### config.mk
export PLATFORM = sky130hd
export DESIGN_NAME = postfix_expression_evaluator_unit
export DESIGN_NICKNAME = d
export VERILOG_FILES = /design/src/hw/rtl/pfe_pkg.sv /design/src/hw/rtl/postfix_expression_evaluator_unit.sv /design/src/hw/rtl/pfe_front.sv /design/src/hw/rtl/pfe_back.sv
export SDC_FILE = /design/constraint.sdc
export NUM_CORES = 2
export LEC_CHECK = 0
export BUFFER_PORTS_ARGS = -buffer_cell sky130_fd_sc_hd__buf_2
export CAP_MARGIN = 20
export CORE_MARGIN = 2
export CORE_UTILIZATION = 59
export CTS_CLUSTER_SIZE = 20
export DETAILED_ROUTE_END_ITERATION = 10
export PLACE_DENSITY = 0.78
export SETUP_SLACK_MARGIN = 0.15
export SYNTH_ARGS = -nofsm -noshare
export SYNTH_HDL_FRONTEND = slang
export SYNTH_SLANG_ARGS = --single-unit
### constraint.sdc
create_clock -name clock -period 8.1 [get_ports clock]
set_input_delay 0 -clock clock [delete_from_list [all_inputs] [get_ports clock]]
set_output_delay 0 -clock clock [all_outputs]
set_load 0.005 [all_outputs]
### src/hw/rtl/pfe_pkg.sv
// Package for the postfix expression evaluator: token codes, status codes,
// queue entry and operation types. No dependencies.
package pfe_pkg;

   localparam int DefaultStackDepth = 16;
   localparam int WordWidth = 32;
   localparam int TokenWidth = 8;
   localparam int StatusWidth = 3;

   localparam logic [TokenWidth-1:0] TokPlus = 8'h2B;
   localparam logic [TokenWidth-1:0] TokMinus = 8'h2D;
   localparam logic [TokenWidth-1:0] TokMul = 8'h2A;
   localparam logic [TokenWidth-1:0] TokDiv = 8'h2F;
   localparam logic [TokenWidth-1:0] TokPow = 8'h5E;
   localparam logic [TokenWidth-1:0] DigitBias = 8'd48;

   localparam logic [StatusWidth-1:0] StOk = 3'd0;
   localparam logic [StatusWidth-1:0] StUnderflow = 3'd1;
   localparam logic [StatusWidth-1:0] StOverflow = 3'd2;
   localparam logic [StatusWidth-1:0] StDivZero = 3'd3;
   localparam logic [StatusWidth-1:0] StZeroNeg = 3'd4;

   typedef enum logic [2:0] {
      OpPush = 3'd0,
      OpAdd = 3'd1,
      OpSub = 3'd2,
      OpMul = 3'd3,
      OpDiv = 3'd4,
      OpPow = 3'd5
   } op_type;

   typedef struct packed {
      op_type op;
      logic [WordWidth-1:0] imm;
      logic last;
   } cmd_type;

endpackage

### src/hw/rtl/postfix_expression_evaluator_unit.sv
// Postfix evaluator top level: front end classifies tokens into a two-entry
// queue, back end runs the stack machine. The back end divides with one
// quotient bit a cycle and raises powers in two steps per exponent bit; a last
// token adds an emit step before the result shows.
// Synchronous active-high reset empties the stack and clears the error.
module postfix_expression_evaluator_unit #(
   parameter int StackDepth = pfe_pkg::DefaultStackDepth
) (
   input logic clock,
   input logic reset,
   input logic req_valid,
   output logic req_stall,
   input logic [pfe_pkg::TokenWidth-1:0] req_token,
   input logic req_last,
   output logic rsp_valid,
   input logic rsp_stall,
   output logic signed [pfe_pkg::WordWidth-1:0] rsp_value,
   output logic [pfe_pkg::StatusWidth-1:0] rsp_status
);
   import pfe_pkg::*;

   logic cmd_valid;
   logic cmd_take;
   cmd_type cmd;

   pfe_front u_front (
      .clock(clock), .reset(reset),
      .req_valid(req_valid), .req_stall(req_stall),
      .req_token(req_token), .req_last(req_last),
      .cmd_valid(cmd_valid), .cmd_take(cmd_take), .cmd(cmd)
   );

   pfe_back #(.StackDepth(StackDepth)) u_back (
      .clock(clock), .reset(reset),
      .cmd_valid(cmd_valid), .cmd_take(cmd_take), .cmd(cmd),
      .rsp_valid(rsp_valid), .rsp_stall(rsp_stall),
      .rsp_value(rsp_value), .rsp_status(rsp_status)
   );
endmodule

### src/hw/rtl/pfe_front.sv
// Front end: accepts tokens, classifies them into commands, holds a
// two-entry queue toward the back end. Depends on pfe_pkg.
module pfe_front (
   input logic clock,
   input logic reset,
   input logic req_valid,
   output logic req_stall,
   input logic [pfe_pkg::TokenWidth-1:0] req_token,
   input logic req_last,
   output logic cmd_valid,
   input logic cmd_take,
   output pfe_pkg::cmd_type cmd
);
   import pfe_pkg::*;

   cmd_type q_ff [2];
   cmd_type q_in;
   logic [1:0] cnt_ff;
   logic [1:0] cnt_in;
   logic rd_ff;
   logic wr_ff;
   logic push;
   logic pop;

   always_comb begin
      q_in.last = req_last;
      q_in.imm = {{(WordWidth-TokenWidth){1'b0}}, req_token - DigitBias};
      if (req_token < DigitBias) begin
         q_in.imm = {{(WordWidth-TokenWidth){1'b1}}, req_token - DigitBias};
      end
      unique case (req_token)
         TokPlus: q_in.op = OpAdd;
         TokMinus: q_in.op = OpSub;
         TokMul: q_in.op = OpMul;
         TokDiv: q_in.op = OpDiv;
         TokPow: q_in.op = OpPow;
         default: q_in.op = OpPush;
      endcase
   end

   assign req_stall = (cnt_ff == 2'd2);
   assign push = req_valid && !req_stall;
   assign pop = cmd_valid && cmd_take;
   assign cmd_valid = (cnt_ff != 2'd0);
   assign cmd = q_ff[rd_ff];
   assign cnt_in = cnt_ff + {1'b0, push} - {1'b0, pop};

   always_ff @(posedge clock) begin
      if (push) begin
         q_ff[wr_ff] <= q_in;
      end
      if (reset) begin
         cnt_ff <= 2'd0;
         rd_ff <= 1'b0;
         wr_ff <= 1'b0;
      end else begin
         cnt_ff <= cnt_in;
         if (push) wr_ff <= !wr_ff;
         if (pop) rd_ff <= !rd_ff;
      end
   end
endmodule

### src/hw/rtl/pfe_back.sv
// Back end: operand stack, sequencer, iterative divider and power unit,
// and the result register. Depends on pfe_pkg.
module pfe_back #(
   parameter int StackDepth = pfe_pkg::DefaultStackDepth
) (
   input logic clock,
   input logic reset,
   input logic cmd_valid,
   output logic cmd_take,
   input pfe_pkg::cmd_type cmd,
   output logic rsp_valid,
   input logic rsp_stall,
   output logic signed [pfe_pkg::WordWidth-1:0] rsp_value,
   output logic [pfe_pkg::StatusWidth-1:0] rsp_status
);
   import pfe_pkg::*;

   localparam int PtrWidth = $clog2(StackDepth + 1);
   localparam int AddrWidth = $clog2(StackDepth);
   localparam int CntWidth = $clog2(WordWidth + 1);

   typedef enum logic [6:0] {
      SIdle = 7'b0000001,
      SRead = 7'b0000010,
      SExec = 7'b0000100,
      SDiv = 7'b0001000,
      SPow = 7'b0010000,
      SPush = 7'b0100000,
      SEmit = 7'b1000000
   } state_type;

   logic [WordWidth-1:0] mem [StackDepth];
   logic [WordWidth-1:0] top_ff;
   logic [WordWidth-1:0] rd_ff;
   state_type state_ff;
   state_type state_in;
   logic [PtrWidth-1:0] sp_ff;
   logic [StatusWidth-1:0] err_ff;
   cmd_type cmd_ff;
   logic [WordWidth-1:0] b_ff;
   logic [WordWidth-1:0] res_ff;
   logic [WordWidth-1:0] rem_ff;
   logic [WordWidth-1:0] quo_ff;
   logic [WordWidth-1:0] acc_ff;
   logic [WordWidth-1:0] sq_ff;
   logic [WordWidth-1:0] ex_ff;
   logic neg_ff;
   logic mul_ph_ff;
   logic popped_ff;
   logic [CntWidth-1:0] cnt_ff;
   logic out_valid_ff;
   logic [WordWidth-1:0] out_value_ff;
   logic [StatusWidth-1:0] out_status_ff;
   logic [WordWidth-1:0] mag_b;
   logic [WordWidth:0] trial;
   logic [WordWidth-1:0] rem_sh;
   logic [StatusWidth-1:0] err_push;
   logic full;
   logic emit_go;
   logic push_go;

   assign mag_b = b_ff[WordWidth-1] ? (~b_ff + 1'b1) : b_ff;
   assign rem_sh = {rem_ff[WordWidth-2:0], quo_ff[WordWidth-1]};
   assign trial = {1'b0, rem_sh} - {1'b0, mag_b};
   assign full = (sp_ff >= PtrWidth'(StackDepth));
   assign err_push = (err_ff == StOk && full) ? StOverflow : err_ff;
   assign cmd_take = (state_ff == SIdle) && cmd_valid;
   assign emit_go = (state_ff == SEmit) && (!out_valid_ff || !rsp_stall);
   assign push_go = (state_ff == SPush) && (cmd_ff.op == OpPush || popped_ff);
   assign rsp_valid = out_valid_ff;
   assign rsp_value = out_value_ff;
   assign rsp_status = out_status_ff;

   always_comb begin
      state_in = state_ff;
      unique case (state_ff)
         SIdle: if (cmd_valid) state_in = (cmd.op == OpPush) ? SPush : SRead;
         SRead: state_in = SExec;
         SExec: begin
            if (sp_ff < PtrWidth'(2)) state_in = SPush;
            else if (cmd_ff.op == OpDiv && top_ff != '0) state_in = SDiv;
            else if (cmd_ff.op == OpPow && !top_ff[WordWidth-1]) state_in = SPow;
            else state_in = SPush;
         end
         SDiv: if (cnt_ff == CntWidth'(WordWidth)) state_in = SPush;
         SPow: if (ex_ff == '0 && !mul_ph_ff) state_in = SPush;
         SPush: state_in = cmd_ff.last ? SEmit : SIdle;
         SEmit: if (emit_go) state_in = SIdle;
         default: state_in = SIdle;
      endcase
   end

   always_ff @(posedge clock) begin
      if (state_ff == SRead) begin
         rd_ff <= mem[AddrWidth'(sp_ff - PtrWidth'(2))];
      end
      unique case (state_ff)
         SIdle: begin
            cmd_ff <= cmd;
            res_ff <= cmd.imm;
         end
         SExec: begin
            b_ff <= top_ff;
            popped_ff <= (sp_ff >= PtrWidth'(2));
            neg_ff <= rd_ff[WordWidth-1] ^ top_ff[WordWidth-1];
            quo_ff <= rd_ff[WordWidth-1] ? (~rd_ff + 1'b1) : rd_ff;
            rem_ff <= '0;
            cnt_ff <= '0;
            acc_ff <= {{(WordWidth-1){1'b0}}, 1'b1};
            sq_ff <= rd_ff;
            ex_ff <= top_ff;
            mul_ph_ff <= 1'b0;
            case (cmd_ff.op)
               OpAdd: res_ff <= rd_ff + top_ff;
               OpSub: res_ff <= rd_ff - top_ff;
               OpMul: res_ff <= rd_ff * top_ff;
               OpDiv: res_ff <= '0;
               default: begin
                  if (rd_ff == {{(WordWidth-1){1'b0}}, 1'b1}) res_ff <= rd_ff;
                  else if (rd_ff == '1) res_ff <= top_ff[0] ? '1 : 32'd1;
                  else res_ff <= '0;
               end
            endcase
         end
         SDiv: begin
            if (cnt_ff == CntWidth'(WordWidth)) begin
               res_ff <= neg_ff ? (~quo_ff + 1'b1) : quo_ff;
            end else begin
               cnt_ff <= cnt_ff + 1'b1;
               if (!trial[WordWidth]) begin
                  rem_ff <= trial[WordWidth-1:0];
                  quo_ff <= {quo_ff[WordWidth-2:0], 1'b1};
               end else begin
                  rem_ff <= rem_sh;
                  quo_ff <= {quo_ff[WordWidth-2:0], 1'b0};
               end
            end
         end
         SPow: begin
            mul_ph_ff <= !mul_ph_ff;
            if (!mul_ph_ff) begin
               if (ex_ff == '0) res_ff <= acc_ff;
               else if (ex_ff[0]) acc_ff <= acc_ff * sq_ff;
            end else begin
               sq_ff <= sq_ff * sq_ff;
               ex_ff <= ex_ff >> 1;
            end
         end
         default: ;
      endcase
      if (push_go && !full) begin
         mem[AddrWidth'(sp_ff)] <= res_ff;
         top_ff <= res_ff;
      end
      if (emit_go) begin
         out_value_ff <= (sp_ff == '0) ? '0 : top_ff;
         out_status_ff <= (err_ff == StOk && sp_ff == '0) ? StUnderflow : err_ff;
      end

      if (reset) begin
         state_ff <= SIdle;
         sp_ff <= '0;
         err_ff <= StOk;
         out_valid_ff <= 1'b0;
      end else begin
         state_ff <= state_in;
         if (emit_go) out_valid_ff <= 1'b1;
         else if (out_valid_ff && !rsp_stall) out_valid_ff <= 1'b0;
         if (state_ff == SExec) begin
            if (sp_ff >= PtrWidth'(2)) sp_ff <= sp_ff - PtrWidth'(2);
            if (err_ff == StOk) begin
               if (sp_ff < PtrWidth'(2)) err_ff <= StUnderflow;
               else if (cmd_ff.op == OpDiv && top_ff == '0) err_ff <= StDivZero;
               else if (cmd_ff.op == OpPow && top_ff[WordWidth-1] && rd_ff == '0) begin
                  err_ff <= StZeroNeg;
               end
            end
         end
         if (push_go) begin
            if (!full) sp_ff <= sp_ff + 1'b1;
            err_ff <= err_push;
         end
         if (emit_go) begin
            sp_ff <= '0;
            err_ff <= StOk;
         end
      end
   end
endmodule

### Word level (Yosys, flattened, before mapping)

Memory sizes are Yosys's and may differ from the RTL's. A register that Yosys moved wholly into a read port is not among the register bits.
Index checks and enable logic that the tools add are counted.

* add/sub/neg operators: 12
* multiply operators: 3
* $lt $le $gt $ge: 4
* eq/ne operators: 32
* mux-type cells: 59
* bitwise gates (word level): 4
* reductions and logical operators: 48

Operator list (count)
* two-way mux 32 bit: 16
* one-hot mux 32 bit (2 select lines): 4
* one-hot mux 32 bit (4 select lines): 2
* adder 32 x 1 -> 32 bit, second input constant: 3
* logical NOT 32 bit: 3
* multiplier 32 x 32 -> 32 bit: 3
* NOT 32 bit: 3
* two-way mux 31 bit: 2
* one-hot mux 31 bit (2 select lines): 1
* two-way mux 7 bit: 7
* one-hot mux 7 bit (7 select lines): 1
* subtractor 32 x 32 -> 33 bit: 1
* adder 32 bit: 1
* == test 32 x 1 -> 1 bit, second input constant: 1
* == test 32 bit, second input constant: 1
* == test 8 x 6 -> 1 bit, second input constant: 4
* nonzero test 32 bit: 1
* subtractor 32 bit: 1
* two-way mux 3 bit: 7
* two-way mux 5 bit: 4
* two-way mux 6 bit: 3
* AND reduction 4 bit: 4
* logical AND 1 bit: 15
* one-hot mux 3 bit (5 select lines): 1
* other kinds (37): 73

* register bits after elaboration: 323
* memory bits (writable): 584
* input bits: 13
* output and inout bits: 37
* logic and storage cells: 187
* memories: 2

Memory list
* u_back.mem: depth 16, bits a word 32, rd ports 1, clocked after Yosys merged registers in 1, write ports 1, RTL line pfe_back.sv:32 `logic [WordWidth-1:0] mem [StackDepth];`
* u_front.q_ff: depth 2, bits a word 36, rd ports 1, clocked after Yosys merged registers in 1, write ports 1, RTL line pfe_front.sv:16 `cmd_type q_ff [2];`

### Logic depth before layout (Yosys ltp)

* depth after elaboration: 9
* depth in mapped cells: 29
* gate-level depth less buffers: 28

### Hierarchy

From an unflattened synthesis, not the netlist that was laid out.

* cells, all modules: 7780
* area, all modules: 85371.9 sq um

By module, submodules not included
* pfe_back: instances 1, cells an instance 7669, area each 83874.2 sq um, sequential area each 25754.7 sq um
* pfe_front: instances 1, cells an instance 111, area each 1497.7 sq um, sequential area each 880.8 sq um

### Worst setup path after synthesis

OpenSTA, ideal clock, no wires.

* kind: register to register
* start point: register u_back.sq_ff[4]
* end point: register u_back.sq_ff[31] (data pin)
* setup time: 267 ps
* data arrival time: 7295 ps
* required time: 7833 ps
* path slack: 538 ps
* stages on the path, launching flop included: 29
* path buffers: 2
* period minus slack after synthesis: 7562 ps
* path through: edfxtp_1 > clkbuf_1 > clkbuf_1 > nand2_1 > fa_1 > inv_1 > fa_1 > inv_1 > fa_1 > inv_1 > fa_1 > inv_1 > fa_1 > inv_1 > fa_1 > fa_1 > inv_1 > fa_1 > inv_1 > ha_1 > and3_1 > o21a_1 > a22o_1 > a21o_1 > a221o_1 > a2111oi_0 > o41ai_1 > xnor2_1 > o21ai_0

* word-level cells in the longest chain between the ends: 3

Ends and longest elaborated chain
* start: declaration: RTL line pfe_back.sv:45 `logic [WordWidth-1:0] sq_ff;`
* start signal: assignment: RTL line pfe_back.sv:110 `sq_ff <= rd_ff;`
* start signal: assignment: RTL line pfe_back.sv:145 `sq_ff <= sq_ff * sq_ff;`
* multiplier 32 x 32 -> 32 bit: RTL line pfe_back.sv:145
* two-way mux 32 bit: RTL line pfe_back.sv:141 `if (!mul_ph_ff) begin`
* one-hot mux 32 bit (2 select lines): RTL line pfe_back.sv:97 `unique case (state_ff)`

Every way passes these cells. The select of a mux whose other input is x is not followed.
A chain may end at the register's enable or synchronous reset.

### Worst setup path after layout

* start point: register u_back.rd_ff[14] (read register of u_back.mem)
* end point: register u_back.res_ff[31] (data pin)

* word-level cells in the longest chain between the ends: 5
* elaborated cells on any way between the ends: 9
* classes of those cells: add/sub (2); mul (1); eq/ne (2); mux (4)

Ends and longest elaborated chain
* start: declaration: RTL line pfe_back.sv:34 `logic [WordWidth-1:0] rd_ff;`
* branches (longest 3 deep; another with multiplier 32 x 32 -> 32 bit)
* one-hot mux 32 bit (4 select lines) (*): RTL line pfe_back.sv:113 `case (cmd_ff.op)`
* one-hot mux 32 bit (4 select lines) (*): RTL line pfe_back.sv:97
* end signal: assignment: RTL line pfe_back.sv:114 `OpAdd: res_ff <= rd_ff + top_ff;`
* end signal: assignment: RTL line pfe_back.sv:119 `if (rd_ff == {{(WordWidth-1){1'b0}}, 1'b1}) res_ff <= rd_ff;`
* end signal: assignment: RTL line pfe_back.sv:120 `else if (rd_ff == '1) res_ff <= top_ff[0] ? '1 : 32'd1;`
* end: declaration: RTL line pfe_back.sv:41 `logic [WordWidth-1:0] res_ff;`

Mark *: on every way between the ends.

==> flow_metrics.tcl <==
set metrics [dict create \
    p_per_area_nw_per_um2 378 \
    viasPerCell 6.09 \
    p_leak_nw 40.7 \
    drc 0 \
    placementRows 139 \
    synthFlopType "edfxtp_1" \
    dieArea_um2 147000 \
    syn2layout_area_growth_pct 8.74 \
    arrival_ps 8150 \
    h-tree-depth 3 \
    rsz0062_at_grt "true" \
    rr_startpoint "u_back.rd_ff[14]" \
    clk_path_buf_depth 3 \
    numPortBuffers 49 \
    min_path_type "in2reg" \
    yosys.area.top_type "edfxtp_1" \
    synth_cell_types 79 \
    timing.reg2reg.worst_path_depth 25 \
    grt_pass1_wl_um 386000 \
    die_w_um 384 \
    num-nets-final 9523 \
    place_congestion 1.01 \
    cp-start-kind "register" \
    p_sw_mw 16.8 \
    fillers 10850 \
    core_um2 143000 \
    grt_pass1_vias 63215 \
    hpwl_um 185000 \
    die_h_um 384 \
    cp-endpoint "u_back.res_ff[31]" \
    overflow 0 \
    numClockSinks 894 \
    first_iter_violations 7118 \
    wirelength_um 255000 \
    cts_tree "yes" \
    clk_pin_slew_ps 60 \
    synth_fp_nets 9455 \
    layout.cells.non_filler 9853 \
    max_slew_margin 0.215 \
    synth_edf_count 873 \
    grt_max_degree 88 \
    cap_violations 0 \
    pwr-share-seq 0.182 \
    slew_viol_final 0 \
    swShare 0.480 \
    async_reset_ff_frac 0 \
    critPathKind "reg2reg" \
    clockRootBuffer "clkbuf_16" \
    timing_hold_violations_final 0 \
    skew_ps 44.8 \
    internal_power_mw 18.2 \
    initial_core_util 0.593 \
    multiInputGateArea_um2 51800 \
    finalCriticalPeriod_ps 7710 \
    syn_area_um2 85100 \
    via_count 59983 \
    synth_area_per_cell_um2 10.9 \
    r2r-end "u_back.res_ff[31]" \
    drtPass1Iterations 8 \
    yosys_warnings 0 \
    finalSetupViolCount 0 \
    combinationalPowerShare 0.688 \
    fin_tns_setup_ps 0 \
    endpoint_kind "register" \
    utilization 0.645 \
    drive_gt1_frac 0.0923 \
    synth_seq_cells 894 \
    yosysSeqAreaShare 0.313 \
    tightest_slew_ps 1180 \
    regArea_um2 26600 \
    vdd_ir_drop_max_v 0.00108 \
    r2r_slack_ps 390 \
    outcome "completed" \
    grt_usage 0.353 \
    wl_per_cell_um 25.9 \
    required_ps 8540 \
    antenna_found_initial 13 \
    synthTopCellsByArea "edfxtp_1 (31%), fa_1 (28%), ha_1 (6.7%)" \
    min_period_over_period 0.952 \
    ant_nets 0 \
    fmax_mhz 130 \
    place_inst 9601 \
    io_pins 50 \
    synth_top_area_share 0.308 \
    cts_made_buffers 93 \
    pwr-share-clk 0.131 \
    critPathLaunch "u_back.rd_ff[14]" \
    synthCells 7800 \
    path_max_fanout 9 \
    clock_latency_ps 730 \
    p_total_mw 35.0 \
]
power groups by stage:
stage	clock [mW]	combinational, mW	sequential (mW)
detailed placement	0	23.1	6.42
global route	4.73	26.1	6.36
global placement	0	22.9	6.37
finish	4.57	24.0	6.35
CTS	4.58	23.3	6.32
floorplan	0	15.9	6.07
state kept, by name, indices dropped and copies added (netlist names), 2 cells and up, named ones only:
signal and flops:
u_back.sq_ff 32, u_back.rsp_status 3, u_back.top_ff 32, u_back.rd_ff 32, u_back.b_ff 32, u_back.cmd_ff 4, u_back.mem 512, u_back.quo_ff 32
u_back.err_ff 3, u_front.cnt_ff 2, u_back.sp_ff 5, u_front.q_ff 26, u_back.rem_ff 31, u_back.res_ff 32, u_back.cnt_ff 6, u_back.rsp_value 32
u_back.state_ff 7, u_back.acc_ff 32, u_back.ex_ff 32
metrics by stage:
step | setup WS (ps) | cell area, µm² | hold WS (ps)
after floorplan | 538 | 85100 | 71.6
after global placement | 301 | 88500 | 192
after detailed placement | 260 | 88500 | 201
after CTS | 200 | 91800 | 44.0
after global routing | 16.6 | 92500 | 80.0
final | 389 | 92500 | 77.6
cell type report:
class / instances / share of cell area
Antenna cell: 5 / 0.000135
Sequential cell: 894 / 0.288
Clock inverter: 66 / 0.00834
Clock buffer: 106 / 0.0259
Tap cell: 1903 / 0.0257
Timing Repair Buffer: 375 / 0.0339
Inverter: 1453 / 0.0589
Multi-Input combinational cell: 5051 / 0.559
critical path, cell delays in order (launching register included):
cell and delay, ps:
edfxtp_1 580, and2_1 240, fa_1 480, inv_1 60
fa_1 510, fa_1 460, fa_1 560, inv_1 60
fa_1 500, inv_1 50, fa_1 530, inv_1 50
fa_1 500, fa_1 440, ha_1 380, a21oi_1 160
o21ai_0 100, a221o_1 390, a21oi_2 190, a311oi_1 120
buf_4 180, a31oi_2 240, o21ai_1 120, xnor2_1 140
a221oi_1 280, o21ai_0 110
cells in the mapped netlist, types with 33 or more instances:
library cell / n
mux2i_1: 34
nor2b_1: 61
ha_1: 457
fa_1: 1185
clkbuf_1: 378
a21o_1: 62
nand2b_1: 33
xnor2_1: 249
nor2_1: 215
a21oi_1: 159
nand3_1: 39
nand2_1: 1034
o31ai_1: 38
o21ai_0: 192
xor2_1: 149
inv_1: 1452
nor3_1: 50
and2_1: 548
mux4_2: 160
edfxtp_1: 873
routing by layer:
layer	track usage	wire length (µm)	vias to the layer above
li1	-	-	25036
met4	0.172	14800	14
met3	0.0912	29300	791
met5	0	116	-
met2	0.562	119000	3701
met1	0.452	91300	30441
repair_timing:
action                     in CTS  in global routing
hold buffers                   16                  0
setup buffers                   0                 56
gates resized for setup         0                 23
hold endpoints to repair       68                  0
setup endpoints to repair       0                 15
cell usage in the layout (no fill, tap or decap), types with 13 or more instances in the layout:
| cell | n |
|---|---|
| dlygate4sd3_1 | 16 |
| edfxtp_1 | 873 |
| nor4_1 | 21 |
| a21o_1 | 62 |
| nand2_1 | 1033 |
| nand2b_1 | 33 |
| dfxtp_1 | 19 |
| xnor2_1 | 249 |
| or2_2 | 13 |
| clkinv_1 | 20 |
| nor3_1 | 46 |
| a21oi_1 | 154 |
| nand4_1 | 20 |
| o21ai_0 | 190 |
| o31ai_1 | 38 |
| ha_1 | 453 |
| or3_1 | 23 |
| a31oi_1 | 20 |
| xor2_1 | 148 |
| clkbuf_16 | 95 |
| nor2_1 | 203 |
| nor2b_1 | 60 |
| fa_1 | 1185 |
| buf_12 | 27 |
| and2_1 | 548 |
| inv_1 | 1451 |
| or4_1 | 16 |
| buf_4 | 270 |
| o21a_1 | 26 |
| a221oi_1 | 26 |
| buf_2 | 51 |
| bufinv_16 | 13 |
| mux2i_1 | 34 |
| nand3_1 | 38 |
| clkinv_2 | 20 |
| mux4_2 | 160 |
| a211oi_1 | 32 |
| o21bai_1 | 18 |
| o41ai_1 | 20 |
cell families after synthesis:
| kind of cell | share of synthesized area |
|---|---|
| fa+ha+maj | 0.346 |
| simple gates | 0.119 |
| buf+inv | 0.0819 |
| compound gates | 0.0519 |
| mux | 0.0470 |
| flops | 0.313 |
| xor+xnor | 0.0410 |
worst min path at each step:
stage | start | endpoint | cells past startpoint
2_1_floorplan | reset | u_front.cnt_ff[0] | 1
3_3_place_gp | req_last | u_front.q_ff[0][0] | 1
3_5_place_dp | req_last | u_front.q_ff[0][0] | 1
4_1_cts | req_token[1] | u_front.q_ff[0][2] | 2
5_1_grt | req_token[3] | u_front.q_ff[1][4] | 2
6_report | req_token[3] | u_front.q_ff[0][4] | 2
Note: power is estimated with default switching activity, not from simulation.
